$ cat src/rtl/tsb_pkg.sv
// Shared widths, field offsets, register indexes and control types for triangle setup binning.
package tsb_pkg;

    localparam int COORD_W     = 17;
    localparam int DEPTH_W     = 24;
    localparam int SIZE_W      = 13;
    localparam int LIMIT_W     = 16;
    localparam int IDX_W       = 16;
    localparam int COUNT_W     = 9;
    localparam int SLOT_W      = 8;
    localparam int CFG_IDX_W   = 2;
    localparam int CFG_DATA_W  = 16;

    localparam int FRAC_SHIFT  = 12;
    localparam int PIXEL_SHIFT = 4;
    localparam int PIXEL_W     = COORD_W - PIXEL_SHIFT;
    localparam int PROD_W      = COORD_W + SIZE_W;

    // The reciprocal is 2^32 / z with a 24-bit quotient.
    localparam int RECIP_EXP   = 32;
    localparam int DIV_BITS    = DEPTH_W;
    localparam int INIT_REM    = 2 ** (RECIP_EXP - DIV_BITS);

    // Input item layout, per vertex: x, y, z.
    localparam int VERT_W      = 2 * COORD_W + DEPTH_W;
    localparam int IN_BITS     = 3 * VERT_W;
    localparam int IN_W        = ((IN_BITS + 7) / 8) * 8;

    // Result layout: screen coordinates, reciprocal depths, slot, index.
    localparam int INV_LSB     = 6 * COORD_W;
    localparam int SLOT_LSB    = INV_LSB + 3 * DEPTH_W;
    localparam int IDX_LSB     = SLOT_LSB + SLOT_W;
    localparam int OUT_BITS    = IDX_LSB + IDX_W;
    localparam int OUT_W       = ((OUT_BITS + 7) / 8) * 8;

    localparam int GROUP_SIZE_DEF  = 256;
    localparam int TILE_PIXELS_DEF = 16;
    localparam int SMALL_TILES_DEF = 4;

    localparam logic [CFG_IDX_W-1:0] REG_SCREEN_WIDTH   = 2'd0;
    localparam logic [CFG_IDX_W-1:0] REG_SCREEN_HEIGHT  = 2'd1;
    localparam logic [CFG_IDX_W-1:0] REG_TRIANGLE_LIMIT = 2'd2;

    localparam logic [SIZE_W-1:0]  WIDTH_RESET  = 13'd640;
    localparam logic [SIZE_W-1:0]  HEIGHT_RESET = 13'd480;
    localparam logic [LIMIT_W-1:0] LIMIT_RESET  = 16'hFFFF;

    typedef struct packed {
        logic load;
        logic scale;
        logic div_step;
        logic commit;
    } tsb_cmd_t;

    typedef struct packed {
        logic in_range;
    } tsb_status_t;

endpackage

$ cat src/rtl/tsb_recip.sv
// Restoring divider that forms a saturated 2^32 / z, one quotient bit per step.
module tsb_recip
    import tsb_pkg::*;
(
    input  logic               clk,
    input  logic               start,
    input  logic               step,
    input  logic [DEPTH_W-1:0] z,
    output logic [DEPTH_W-1:0] q
);

    logic [DEPTH_W-1:0] rem_reg;
    logic [DEPTH_W-1:0] div_reg;
    logic [DEPTH_W-1:0] quo_reg;
    logic               sat_reg;

    logic [DEPTH_W:0]   rem_dbl;
    logic [DEPTH_W:0]   rem_diff;
    logic               take;
    logic [DEPTH_W-1:0] rem_next;

    // Remainder stays below the divisor, so doubling it needs one extra bit.
    always_comb
    begin
        rem_dbl  = {rem_reg, 1'b0};
        rem_diff = rem_dbl - {1'b0, div_reg};
        take     = (rem_dbl >= {1'b0, div_reg});
        rem_next = take ? rem_diff[DEPTH_W-1:0] : rem_dbl[DEPTH_W-1:0];
    end

    // A depth at or below the initial remainder gives a quotient past 24 bits.
    always_ff @(posedge clk)
    begin
        if (start)
        begin
            rem_reg <= DEPTH_W'(INIT_REM);
            div_reg <= z;
            sat_reg <= (z <= DEPTH_W'(INIT_REM));
        end
        else if (step)
        begin
            rem_reg <= rem_next;
            quo_reg <= {quo_reg[DEPTH_W-2:0], take};
        end
    end

    assign q = sat_reg ? {DEPTH_W{1'b1}} : quo_reg;

endmodule

$ cat src/rtl/tsb_ctrl.sv
// Controller state machine that sequences load, scaling, division and binning.
module tsb_ctrl
    import tsb_pkg::*;
(
    input  logic        clk,
    input  logic        rst_n,
    input  logic        s_tvalid,
    output logic        s_tready,
    output logic        m_tvalid,
    input  logic        m_tready,
    input  tsb_status_t status,
    output tsb_cmd_t    cmd
);

    typedef enum logic [3:0] {
        S_IDLE  = 4'b0001,
        S_CHECK = 4'b0010,
        S_DIV   = 4'b0100,
        S_BIN   = 4'b1000
    } state_t;

    localparam int STEP_W = (DIV_BITS > 1) ? $clog2(DIV_BITS) : 1;

    state_t              state_reg;
    state_t              state_next;
    logic [STEP_W-1:0]   step_reg;
    logic [STEP_W-1:0]   step_next;
    logic                out_valid_reg;
    logic                out_valid_next;

    always_comb
    begin
        state_next = state_reg;
        step_next  = step_reg;
        s_tready   = 1'b0;
        cmd        = '0;
        case (state_reg)
            S_IDLE:
            begin
                s_tready = 1'b1;
                if (s_tvalid)
                begin
                    cmd.load   = 1'b1;
                    state_next = S_CHECK;
                end
            end
            S_CHECK:
            begin
                // A triangle at or beyond the limit only advances the stream and group positions.
                if (status.in_range)
                begin
                    cmd.scale  = 1'b1;
                    step_next  = '0;
                    state_next = S_DIV;
                end
                else
                begin
                    state_next = S_IDLE;
                end
            end
            S_DIV:
            begin
                cmd.div_step = 1'b1;
                if (step_reg == STEP_W'(DIV_BITS - 1))
                begin
                    state_next = S_BIN;
                end
                else
                begin
                    step_next = step_reg + 1'b1;
                end
            end
            S_BIN:
            begin
                if (!out_valid_reg || m_tready)
                begin
                    cmd.commit = 1'b1;
                    state_next = S_IDLE;
                end
            end
            default:
            begin
                state_next = S_IDLE;
            end
        endcase
    end

    always_comb
    begin
        if (cmd.commit)
        begin
            out_valid_next = 1'b1;
        end
        else if (m_tready)
        begin
            out_valid_next = 1'b0;
        end
        else
        begin
            out_valid_next = out_valid_reg;
        end
    end

    always_ff @(posedge clk or negedge rst_n)
    begin
        if (!rst_n)
        begin
            state_reg     <= S_IDLE;
            step_reg      <= '0;
            out_valid_reg <= 1'b0;
        end
        else
        begin
            state_reg     <= state_next;
            step_reg      <= step_next;
            out_valid_reg <= out_valid_next;
        end
    end

    assign m_tvalid = out_valid_reg;

endmodule

$ cat src/rtl/tsb_datapath.sv
// Datapath: configuration registers, coordinate scaling, reciprocal units, box and slot logic.
module tsb_datapath
    import tsb_pkg::*;
#(
    parameter int GROUP_SIZE  = GROUP_SIZE_DEF,
    parameter int TILE_PIXELS = TILE_PIXELS_DEF,
    parameter int SMALL_TILES = SMALL_TILES_DEF
)
(
    input  logic                  clk,
    input  logic                  rst_n,
    input  logic                  cfg_write,
    input  logic [CFG_IDX_W-1:0]  cfg_index,
    input  logic [CFG_DATA_W-1:0] cfg_data,
    input  logic [IN_W-1:0]       s_tdata,
    input  tsb_cmd_t              cmd,
    output tsb_status_t           status,
    output logic [OUT_W-1:0]      m_tdata,
    output logic                  m_tuser
);

    localparam int GRP_W   = (GROUP_SIZE > 1) ? $clog2(GROUP_SIZE) : 1;
    localparam int SMALL_W = PIXEL_W + 2;
    localparam logic [SMALL_W-1:0] SMALL_LIMIT = SMALL_W'(SMALL_TILES * TILE_PIXELS);

    logic [SIZE_W-1:0]  width_reg;
    logic [SIZE_W-1:0]  height_reg;
    logic [LIMIT_W-1:0] limit_reg;
    logic [IDX_W-1:0]   counter_reg;
    logic [GRP_W-1:0]   grp_pos_reg;
    logic [COUNT_W-1:0] small_cnt_reg;
    logic [COUNT_W-1:0] large_cnt_reg;
    logic               in_range_reg;

    logic [COORD_W-1:0] vx_reg [3];
    logic [COORD_W-1:0] vy_reg [3];
    logic [DEPTH_W-1:0] vz_reg [3];
    logic [IDX_W-1:0]   idx_reg;
    logic [COORD_W-1:0] sx_reg [3];
    logic [COORD_W-1:0] sy_reg [3];
    logic [DEPTH_W-1:0] inv    [3];

    logic [OUT_W-1:0]   out_data_reg;
    logic               out_small_reg;

    logic [PROD_W-1:0]  prod_x [3];
    logic [PROD_W-1:0]  prod_y [3];
    logic [PIXEL_W-1:0] dim_x;
    logic [PIXEL_W-1:0] dim_y;
    logic [PIXEL_W-1:0] dim;
    logic               tri_small;
    logic [COUNT_W-1:0] slot;
    logic               grp_last;

    function automatic logic [COORD_W-1:0] sat_scale(input logic [PROD_W-1:0] p);
        logic [PROD_W-FRAC_SHIFT-1:0] sh;
        sh = p[PROD_W-1:FRAC_SHIFT];
        return sh[PROD_W-FRAC_SHIFT-1] ? {COORD_W{1'b1}} : sh[COORD_W-1:0];
    endfunction

    function automatic logic [PIXEL_W-1:0] span3(input logic [PIXEL_W-1:0] a,
                                                 input logic [PIXEL_W-1:0] b,
                                                 input logic [PIXEL_W-1:0] c);
        logic [PIXEL_W-1:0] hi;
        logic [PIXEL_W-1:0] lo;
        hi = a;
        lo = a;
        if (b > hi) hi = b;
        if (c > hi) hi = c;
        if (b < lo) lo = b;
        if (c < lo) lo = c;
        return hi - lo;
    endfunction

    always_comb
    begin
        for (int v = 0; v < 3; v++)
        begin
            prod_x[v] = PROD_W'(vx_reg[v]) * PROD_W'(width_reg);
            prod_y[v] = PROD_W'(vy_reg[v]) * PROD_W'(height_reg);
        end
    end

    always_comb
    begin
        dim_x = span3(sx_reg[0][COORD_W-1:PIXEL_SHIFT], sx_reg[1][COORD_W-1:PIXEL_SHIFT],
                      sx_reg[2][COORD_W-1:PIXEL_SHIFT]);
        dim_y = span3(sy_reg[0][COORD_W-1:PIXEL_SHIFT], sy_reg[1][COORD_W-1:PIXEL_SHIFT],
                      sy_reg[2][COORD_W-1:PIXEL_SHIFT]);
        dim       = (dim_x > dim_y) ? dim_x : dim_y;
        tri_small = ({2'b00, dim} < SMALL_LIMIT);
        slot      = tri_small ? small_cnt_reg : large_cnt_reg;
    end

    // The group position also restarts when the stream position wraps to zero.
    assign grp_last = (grp_pos_reg == GRP_W'(GROUP_SIZE - 1)) || (counter_reg == '1);

    always_ff @(posedge clk or negedge rst_n)
    begin
        if (!rst_n)
        begin
            width_reg     <= WIDTH_RESET;
            height_reg    <= HEIGHT_RESET;
            limit_reg     <= LIMIT_RESET;
            counter_reg   <= '0;
            grp_pos_reg   <= '0;
            small_cnt_reg <= '0;
            large_cnt_reg <= '0;
            in_range_reg  <= 1'b0;
        end
        else
        begin
            if (cfg_write)
            begin
                case (cfg_index)
                    REG_SCREEN_WIDTH:   width_reg  <= cfg_data[SIZE_W-1:0];
                    REG_SCREEN_HEIGHT:  height_reg <= cfg_data[SIZE_W-1:0];
                    REG_TRIANGLE_LIMIT: limit_reg  <= cfg_data[LIMIT_W-1:0];
                    default:            ;
                endcase
            end
            if (cmd.load)
            begin
                in_range_reg <= (counter_reg < limit_reg);
                counter_reg  <= counter_reg + 1'b1;
                grp_pos_reg  <= grp_last ? '0 : grp_pos_reg + 1'b1;
                if (grp_pos_reg == '0)
                begin
                    small_cnt_reg <= '0;
                    large_cnt_reg <= '0;
                end
            end
            if (cmd.commit)
            begin
                if (tri_small)
                begin
                    small_cnt_reg <= small_cnt_reg + 1'b1;
                end
                else
                begin
                    large_cnt_reg <= large_cnt_reg + 1'b1;
                end
            end
        end
    end

    always_ff @(posedge clk)
    begin
        if (cmd.load)
        begin
            idx_reg <= counter_reg;
            for (int v = 0; v < 3; v++)
            begin
                vx_reg[v] <= s_tdata[v * VERT_W +: COORD_W];
                vy_reg[v] <= s_tdata[v * VERT_W + COORD_W +: COORD_W];
                vz_reg[v] <= s_tdata[v * VERT_W + 2 * COORD_W +: DEPTH_W];
            end
        end
        if (cmd.scale)
        begin
            for (int v = 0; v < 3; v++)
            begin
                sx_reg[v] <= sat_scale(prod_x[v]);
                sy_reg[v] <= sat_scale(prod_y[v]);
            end
        end
        if (cmd.commit)
        begin
            for (int v = 0; v < 3; v++)
            begin
                out_data_reg[2 * v * COORD_W +: COORD_W]       <= sx_reg[v];
                out_data_reg[(2 * v + 1) * COORD_W +: COORD_W] <= sy_reg[v];
                out_data_reg[INV_LSB + v * DEPTH_W +: DEPTH_W] <= inv[v];
            end
            out_data_reg[SLOT_LSB +: SLOT_W]    <= slot[SLOT_W-1:0];
            out_data_reg[IDX_LSB +: IDX_W]      <= idx_reg;
            out_data_reg[OUT_W-1:OUT_BITS]      <= '0;
            out_small_reg                       <= tri_small;
        end
    end

    for (genvar v = 0; v < 3; v++)
    begin : g_recip
        tsb_recip u_recip
        (
            .clk   (clk),
            .start (cmd.scale),
            .step  (cmd.div_step),
            .z     (vz_reg[v]),
            .q     (inv[v])
        );
    end

    assign status.in_range = in_range_reg;
    assign m_tdata         = out_data_reg;
    assign m_tuser         = out_small_reg;

endmodule

$ cat src/rtl/triangle_setup_size_binning.sv
// An accepted triangle passes the range check, the 24 steps of the three parallel restoring
// reciprocal dividers and the binning state, which waits while the output register is full.
// A new triangle is taken only after that; a triangle at or beyond the limit skips to idle.
// A finished result waits in the output register while the next request is taken.
// Reset (rst_n low, asynchronous) clears the stream position and both slot counts and
// restores the register defaults: width 640, height 480, limit 65535.
module triangle_setup_size_binning
    import tsb_pkg::*;
#(
    parameter int GROUP_SIZE  = GROUP_SIZE_DEF,
    parameter int TILE_PIXELS = TILE_PIXELS_DEF,
    parameter int SMALL_TILES = SMALL_TILES_DEF
)
(
    input  logic                  clk,
    input  logic                  rst_n,
    // Configuration write channel.
    input  logic                  cfg_valid,
    output logic                  cfg_ready,
    input  logic [CFG_IDX_W-1:0]  cfg_index,
    input  logic [CFG_DATA_W-1:0] cfg_data,
    // Triangle input.
    input  logic                  s_tvalid,
    output logic                  s_tready,
    // s_tdata, low bit up: vert0_x, vert0_y, vert0_z, vert1_x, vert1_y, vert1_z,
    // vert2_x, vert2_y, vert2_z, zero fill.
    input  logic [IN_W-1:0]       s_tdata,
    // Result output.
    output logic                  m_tvalid,
    input  logic                  m_tready,
    // m_tdata, low bit up: screen0_x, screen0_y, screen1_x, screen1_y, screen2_x,
    // screen2_y, inv_depth0, inv_depth1, inv_depth2, list_slot, triangle_index, zero fill.
    output logic [OUT_W-1:0]      m_tdata,
    // m_tuser: is_small.
    output logic                  m_tuser
);

    tsb_cmd_t    cmd;
    tsb_status_t status;
    logic        cfg_write;

    assign cfg_ready = 1'b1;
    assign cfg_write = cfg_valid & cfg_ready;

    tsb_ctrl u_ctrl
    (
        .clk      (clk),
        .rst_n    (rst_n),
        .s_tvalid (s_tvalid),
        .s_tready (s_tready),
        .m_tvalid (m_tvalid),
        .m_tready (m_tready),
        .status   (status),
        .cmd      (cmd)
    );

    tsb_datapath #(
        .GROUP_SIZE  (GROUP_SIZE),
        .TILE_PIXELS (TILE_PIXELS),
        .SMALL_TILES (SMALL_TILES)
    ) u_datapath
    (
        .clk       (clk),
        .rst_n     (rst_n),
        .cfg_write (cfg_write),
        .cfg_index (cfg_index),
        .cfg_data  (cfg_data),
        .s_tdata   (s_tdata),
        .cmd       (cmd),
        .status    (status),
        .m_tdata   (m_tdata),
        .m_tuser   (m_tuser)
    );

    // A result is never written over one that is still waiting.
    assert property (@(posedge clk) disable iff (!rst_n)
        cmd.commit |-> (!m_tvalid || m_tready))
        else $error("result written over a pending result");

    // One triangle at a time: after a request is taken, input stalls.
    assert property (@(posedge clk) disable iff (!rst_n)
        (s_tvalid && s_tready) |=> !s_tready)
        else $error("input ready right after an accepted triangle");

    // The output only becomes valid from a committed result.
    assert property (@(posedge clk) disable iff (!rst_n)
        $rose(m_tvalid) |-> $past(cmd.commit))
        else $error("output valid without a committed result");

    // Loading a new triangle never coincides with a division step or a commit.
    assert property (@(posedge clk) disable iff (!rst_n)
        cmd.load |-> (!cmd.commit && !cmd.div_step))
        else $error("load overlaps division or commit");

endmodule

$ cat config.mk
export PLATFORM = sky130hd
export DESIGN_NAME = triangle_setup_size_binning
export DESIGN_NICKNAME = d
export VERILOG_FILES = /design/src/rtl/tsb_pkg.sv /design/src/rtl/tsb_recip.sv /design/src/rtl/tsb_ctrl.sv /design/src/rtl/tsb_datapath.sv /design/src/rtl/triangle_setup_size_binning.sv
export SDC_FILE = /design/constraint.sdc
export NUM_CORES = 2
export LEC_CHECK = 0
export ABC_AREA = 1
export BUFFER_PORTS_ARGS = -buffer_cell sky130_fd_sc_hd__buf_2
export CORE_MARGIN = 5
export CORE_UTILIZATION = 50
export CTS_CLUSTER_DIAMETER = 60
export CTS_CLUSTER_SIZE = 14
export DETAILED_ROUTE_END_ITERATION = 10
export GPL_ROUTABILITY_DRIVEN = 1
export PLACE_DENSITY = 0.82
export SYNTH_ARGS = -nofsm -noshare
export SYNTH_HDL_FRONTEND = slang
export SYNTH_HIERARCHICAL = 1
export SYNTH_SLANG_ARGS = --single-unit
$ cat constraint.sdc
create_clock -name clk -period 11.2 [get_ports clk]
set_input_delay 1.12 -clock clk [delete_from_list [all_inputs] [get_ports clk]]
set_output_delay 1.12 -clock clk [all_outputs]
set_load 0.1 [all_outputs]
Yosys cells after proc, flatten, opt, wreduce, memory -nomap -nowiden
Memories as Yosys holds them, arrays and structs flattened. Index checks and enable logic that the tools add are counted.

Bits in registers: 529. Bits in latches: 0. Bits in writable memories: 276. Memory bits (read-only): 0. Bits of input ports: 199. Output and inout bits: 204. Logic and storage cells: 145. Memories: 5.

Memory list: u_datapath.vz_reg (words 3, bits a word 24, read ports 3, clocked after memory_dff 0, wr ports 3, RTL line tsb_datapath.sv:37) `logic [DEPTH_W-1:0] vz_reg [3];`; u_datapath.sx_reg (words 3, bits a word 17, read ports 3, clocked after memory_dff 0, wr ports 3, RTL line tsb_datapath.sv:39) `logic [COORD_W-1:0] sx_reg [3];`; u_datapath.sy_reg (words 3, bits a word 17, read ports 3, clocked after memory_dff 0, wr ports 3, RTL line tsb_datapath.sv:40) `logic [COORD_W-1:0] sy_reg [3];`; u_datapath.vx_reg (words 3, bits a word 17, read ports 3, clocked after memory_dff 0, wr ports 3, RTL line tsb_datapath.sv:35) `logic [COORD_W-1:0] vx_reg [3];`; u_datapath.vy_reg (words 3, bits a word 17, read ports 3, clocked after memory_dff 0, wr ports 3, RTL line tsb_datapath.sv:36) `logic [COORD_W-1:0] vy_reg [3];`.

Add/sub/neg operators: 10. $mul: 6. Divide/modulo/power cells: 0. Magnitude comparators: 17. Equal/unequal tests: 14. Shift operators: 0. Muxes and demuxes: 50. Bitwise logic cells: 1. Reductions and logical operators: 13.

Operators by type and width (count): 17-bit by 13-bit multiplier with 30-bit output (6); 13-bit two-way mux (9); 17-bit two-way mux (6); 25-bit by 24-bit >= comparator with 1-bit output (3); 24-bit by 9-bit <= comparator with 1-bit output, second input constant (3); 24-bit two-way mux (3); 9-bit two-way mux (8); 24-bit subtractor (3); 13-bit > comparator (5); 13-bit less-than comparator (4); 13-bit subtractor (2); 9-bit by 1-bit adder with 9-bit output, second input constant (2); 16-bit by 1-bit adder with 16-bit output, second input constant (1); 16-bit == test, second input constant (1); 16-bit less-than comparator (1); 8-bit two-way mux (2); 4-bit case mux with 4 select lines (1); 1-bit two-way mux (14); 13-bit by 7-bit less-than comparator with 1-bit output, second input constant (1); 4-bit two-way mux (3); 5-bit two-way mux (2); 5-bit case mux with 2 select lines (1); 8-bit by 1-bit adder with 8-bit output, second input constant (1); 8-bit == test, second input constant (1); other kinds (19) (28).

Longest topological paths before layout
An unclocked memory read counts as a cell.

Depth after elaboration: 11. Gate-level depth with buffers: 50. Gate-level depth less buffers: 49.

Hierarchy
The synthesis kept the hierarchy.

By module, submodules not included: tsb_datapath (times used 1, cells an instance 7227, area each 65106.2 um^2, sequential area each 16848.7 um^2); tsb_recip (times used 3, cells an instance 669, area each 4825.9 um^2, sequential area each 1951.9 um^2); tsb_ctrl (times used 1, cells an instance 76, area each 569.3 um^2, sequential area each 251.5 um^2); triangle_setup_size_binning (times used 1, cells an instance 2, area each 11.3 um^2, sequential area each 0.0 um^2).

Worst setup path after synthesis
Ideal clock, no wire load.

Path kind: input-to-reg. Start point: in s_tvalid. End point: reg u_datapath.grp_pos_reg[7]. Library setup time: 139 ps. Arrival time: 11782 ps. Data required time: 11061 ps. Slack: -721 ps. Stages on the path: 8. Path buffers: 0. Path through: inv_1 nor2_1 inv_1 nor4_1 nand3_1 nor2_1 xnor2_1 nor2_1.

RTL lines: from (decl) (RTL line triangle_setup_size_binning.sv:23) `input logic s_tvalid,`; to (signal assigned) (RTL line tsb_datapath.sv:126) `grp_pos_reg <= grp_last ? '0 : grp_pos_reg + 1'b1;`; to (decl) (RTL line tsb_datapath.sv:30) `logic [GRP_W-1:0] grp_pos_reg;`.

==> results.json <==
{
  "status": "completed",
  "die_height_um": 410,
  "setup_viol": 0,
  "finalCriticalPeriod_ns": 8.24,
  "period_share_pct": 73.6,
  "synth_cells": 9312,
  "crit_path_start": "u_datapath/sx_reg[0][33]",
  "htreeDepth": 3,
  "finalHoldViolCount": 0,
  "drtIter0Drc": 5184,
  "cp_slowest_cell": "fa_1",
  "reg2reg_depth": 44,
  "place_congestion": 0.972,
  "cts_buffers": 93,
  "synth_edf_count": 638,
  "drive_gt1_share_pct": 8.75,
  "holdBufCountCts": 0,
  "drtAntennaViolNets": 0,
  "grt_max_degree": 150,
  "synth_area_leaders": "fa_1, edfxtp_1, nand2_1",
  "wl_per_cell_um": 18.4,
  "slowest_delay_ns": 0.47,
  "grt_util_all_layers_pct": 25.5,
  "die_area_mm2": 0.168,
  "final_common_cell": "nand2_1",
  "drv_slew": 0,
  "post_cts_buffers": 0,
  "rsz0062_at_grt": "false",
  "yosysWarnings": 6,
  "final_cell_mix": "nand2_1, inv_1, fa_1, edfxtp_1, ha_1",
  "synth-async-reset-ratio_pct": 11.6,
  "r2r-start": "u_datapath/sx_reg[0][33]",
  "drc": 0,
  "antenna_found_initial": 8,
  "whs_ns": 0.355,
  "fin_nets": 11300,
  "required_ns": 11.69,
  "cts_root_buf": "clkbuf_16",
  "clk_latency_ns": 0.74,
  "cts_resized": 0,
  "ff2ff_setup_slack_ns": 2.96,
  "timing_worst_setup_path_type": "reg2reg",
  "cp_top_family": "simple AND/OR/NAND/NOR gates",
  "cts_buffer_depth": 3,
  "cap_viol_max_count": 0,
  "syn2layout_area_growth_pct": 8.38,
  "dr_total_vias": 62200,
  "grt_pass1_vias": 64900,
  "seq_area_frac_synth_pct": 28.6,
  "synth-main-ff-cell": "edfxtp_1",
  "fin_util_pct": 54.3,
  "cpMostUsedCell": "nand2_1",
  "ys_ff_latch": 803,
  "yosysUniqueCellTypes": 64,
  "core_mm2": 0.160,
  "dp_hpwl_mm": 163,
  "firstDrtPassIters": 8,
  "path_clk_slew_ns": 0.06,
  "die_w_um": 410,
  "syn_area_per_cell_um2": 8.61,
  "holdCritPathClass": "in2async",
  "avgViaCountPerCell": 5.33,
  "largest_reg_flops": 198,
  "slew_headroom_pct": 18.0,
  "yosys.area.top_type": "fa_1",
  "syn_area_mm2": 0.0802,
  "cts_tree": "yes",
  "portBuffers": 397,
  "start_kind": "flop",
  "end_kind": "flop",
  "arrival_ns": 8.72,
  "initial_core_util_pct": 50.1,
  "crit_fanout": 28,
  "max_freq_mhz": 121,
  "cts_sinks": 803,
  "wl_mm": 215,
  "tns_ns": 0,
  "worstMarginPinSlew_ns": 1.23,
  "overflow": 0,
  "crit_buf_inv": 5,
  "ios": 403,
  "rows": 147,
  "r2r-end": "u_datapath/m_tdata[181]",
  "grt_pass1_wl_mm": 342,
  "synth.top_cell.area_share_pct": 24.7,
  "skew_ns": 0.0354
}
==> cell usage after synthesis (all sizes together) (3+ instances only) <==
cell,instances
dfrtp,70
nand4,125
a2111oi,3
nor3b,4
ha,632
a31oi,8
inv,2134
o21bai,3
a21boi,3
nand2,2612
fa,989
buf,132
xnor2,60
a21oi,383
o31ai,17
dfxtp,72
o221a,3
a21o,9
o211ai,5
nor2,292
clkbuf,215
a221oi,3
nand3b,34
o21a,14
and2,5
edfxtp,638
a211oi,4
nand3,298
xor2,88
o21ai,263
clkinv,6
nor4,19
or2,101
nor3,33
dfstp,23
==> worst reg2reg max path: cells and delay by family, from the launching register on <==
family | cells | cell delay (ns)
AOI/OAI and AO/OA | 12 | 2.18
adders and majority gates | 4 | 1.39
buffers and inverters | 5 | 0.89
DFF | 1 | 0.44
and+or+nand+nor | 23 | 3.11
==> through the flow <==
step,instance area (um2),instances,setup WS (ns)
after floorplan,80200,9313,3.00
after global placement,83700,11500,3.12
after detailed placement,83700,11500,3.03
after CTS,86900,11700,3.02
after global routing,86900,11700,1.95
final,86900,11700,2.96
==> final cells by class <==
type	instances	area [um2]
Timing Repair Buffer	441	2330
Multi-Input combinational cell	6023	47800
Antenna cell	1	2.50
Clock inverter	56	717
Fill cell	14000	73100
Inverter	2140	8040
Clock buffer	118	2460
Tap cell	2086	2610
Sequential cell	803	23000
==> logic make-up after synthesis <==
kind of cell / synth area share [%]
AO/OA/AOI/OAI: 4.91
XOR/XNOR: 1.67
adder cells (fa/ha/maj): 34.6
buffers and inverters: 11.8
flip-flops: 28.6
other: 0.00937
AND/OR/NAND/NOR: 18.4
==> layer usage <==
metal / GRT usage [%] / wire length [um] / vias up
li1: - / - / 28800
met3: 6.26 / 20000 / 594
met2: 41.0 / 98300 / 2778
met5: 0 / 13 / -
met1: 33.1 / 86500 / 30100
met4: 10.7 / 9800 / 2
==> worst max-delay path by stage <==
stage	to	depth (start not counted)	slack (ns)
final	u_datapath/m_tdata[181]	44	2.96
after global routing	u_datapath/m_tdata[181]	45	1.95
after CTS	u_datapath/m_tdata[176]	44	3.02
after detailed placement	u_datapath/m_tdata[176]	44	3.03
after global placement	u_datapath/m_tdata[181]	46	3.12
after floorplan	u_datapath/grp_pos_reg[7]	8	3.00
Power is not shown: default switching activity piles up to over one toggle a cycle in this logic, so the estimate is an artifact.
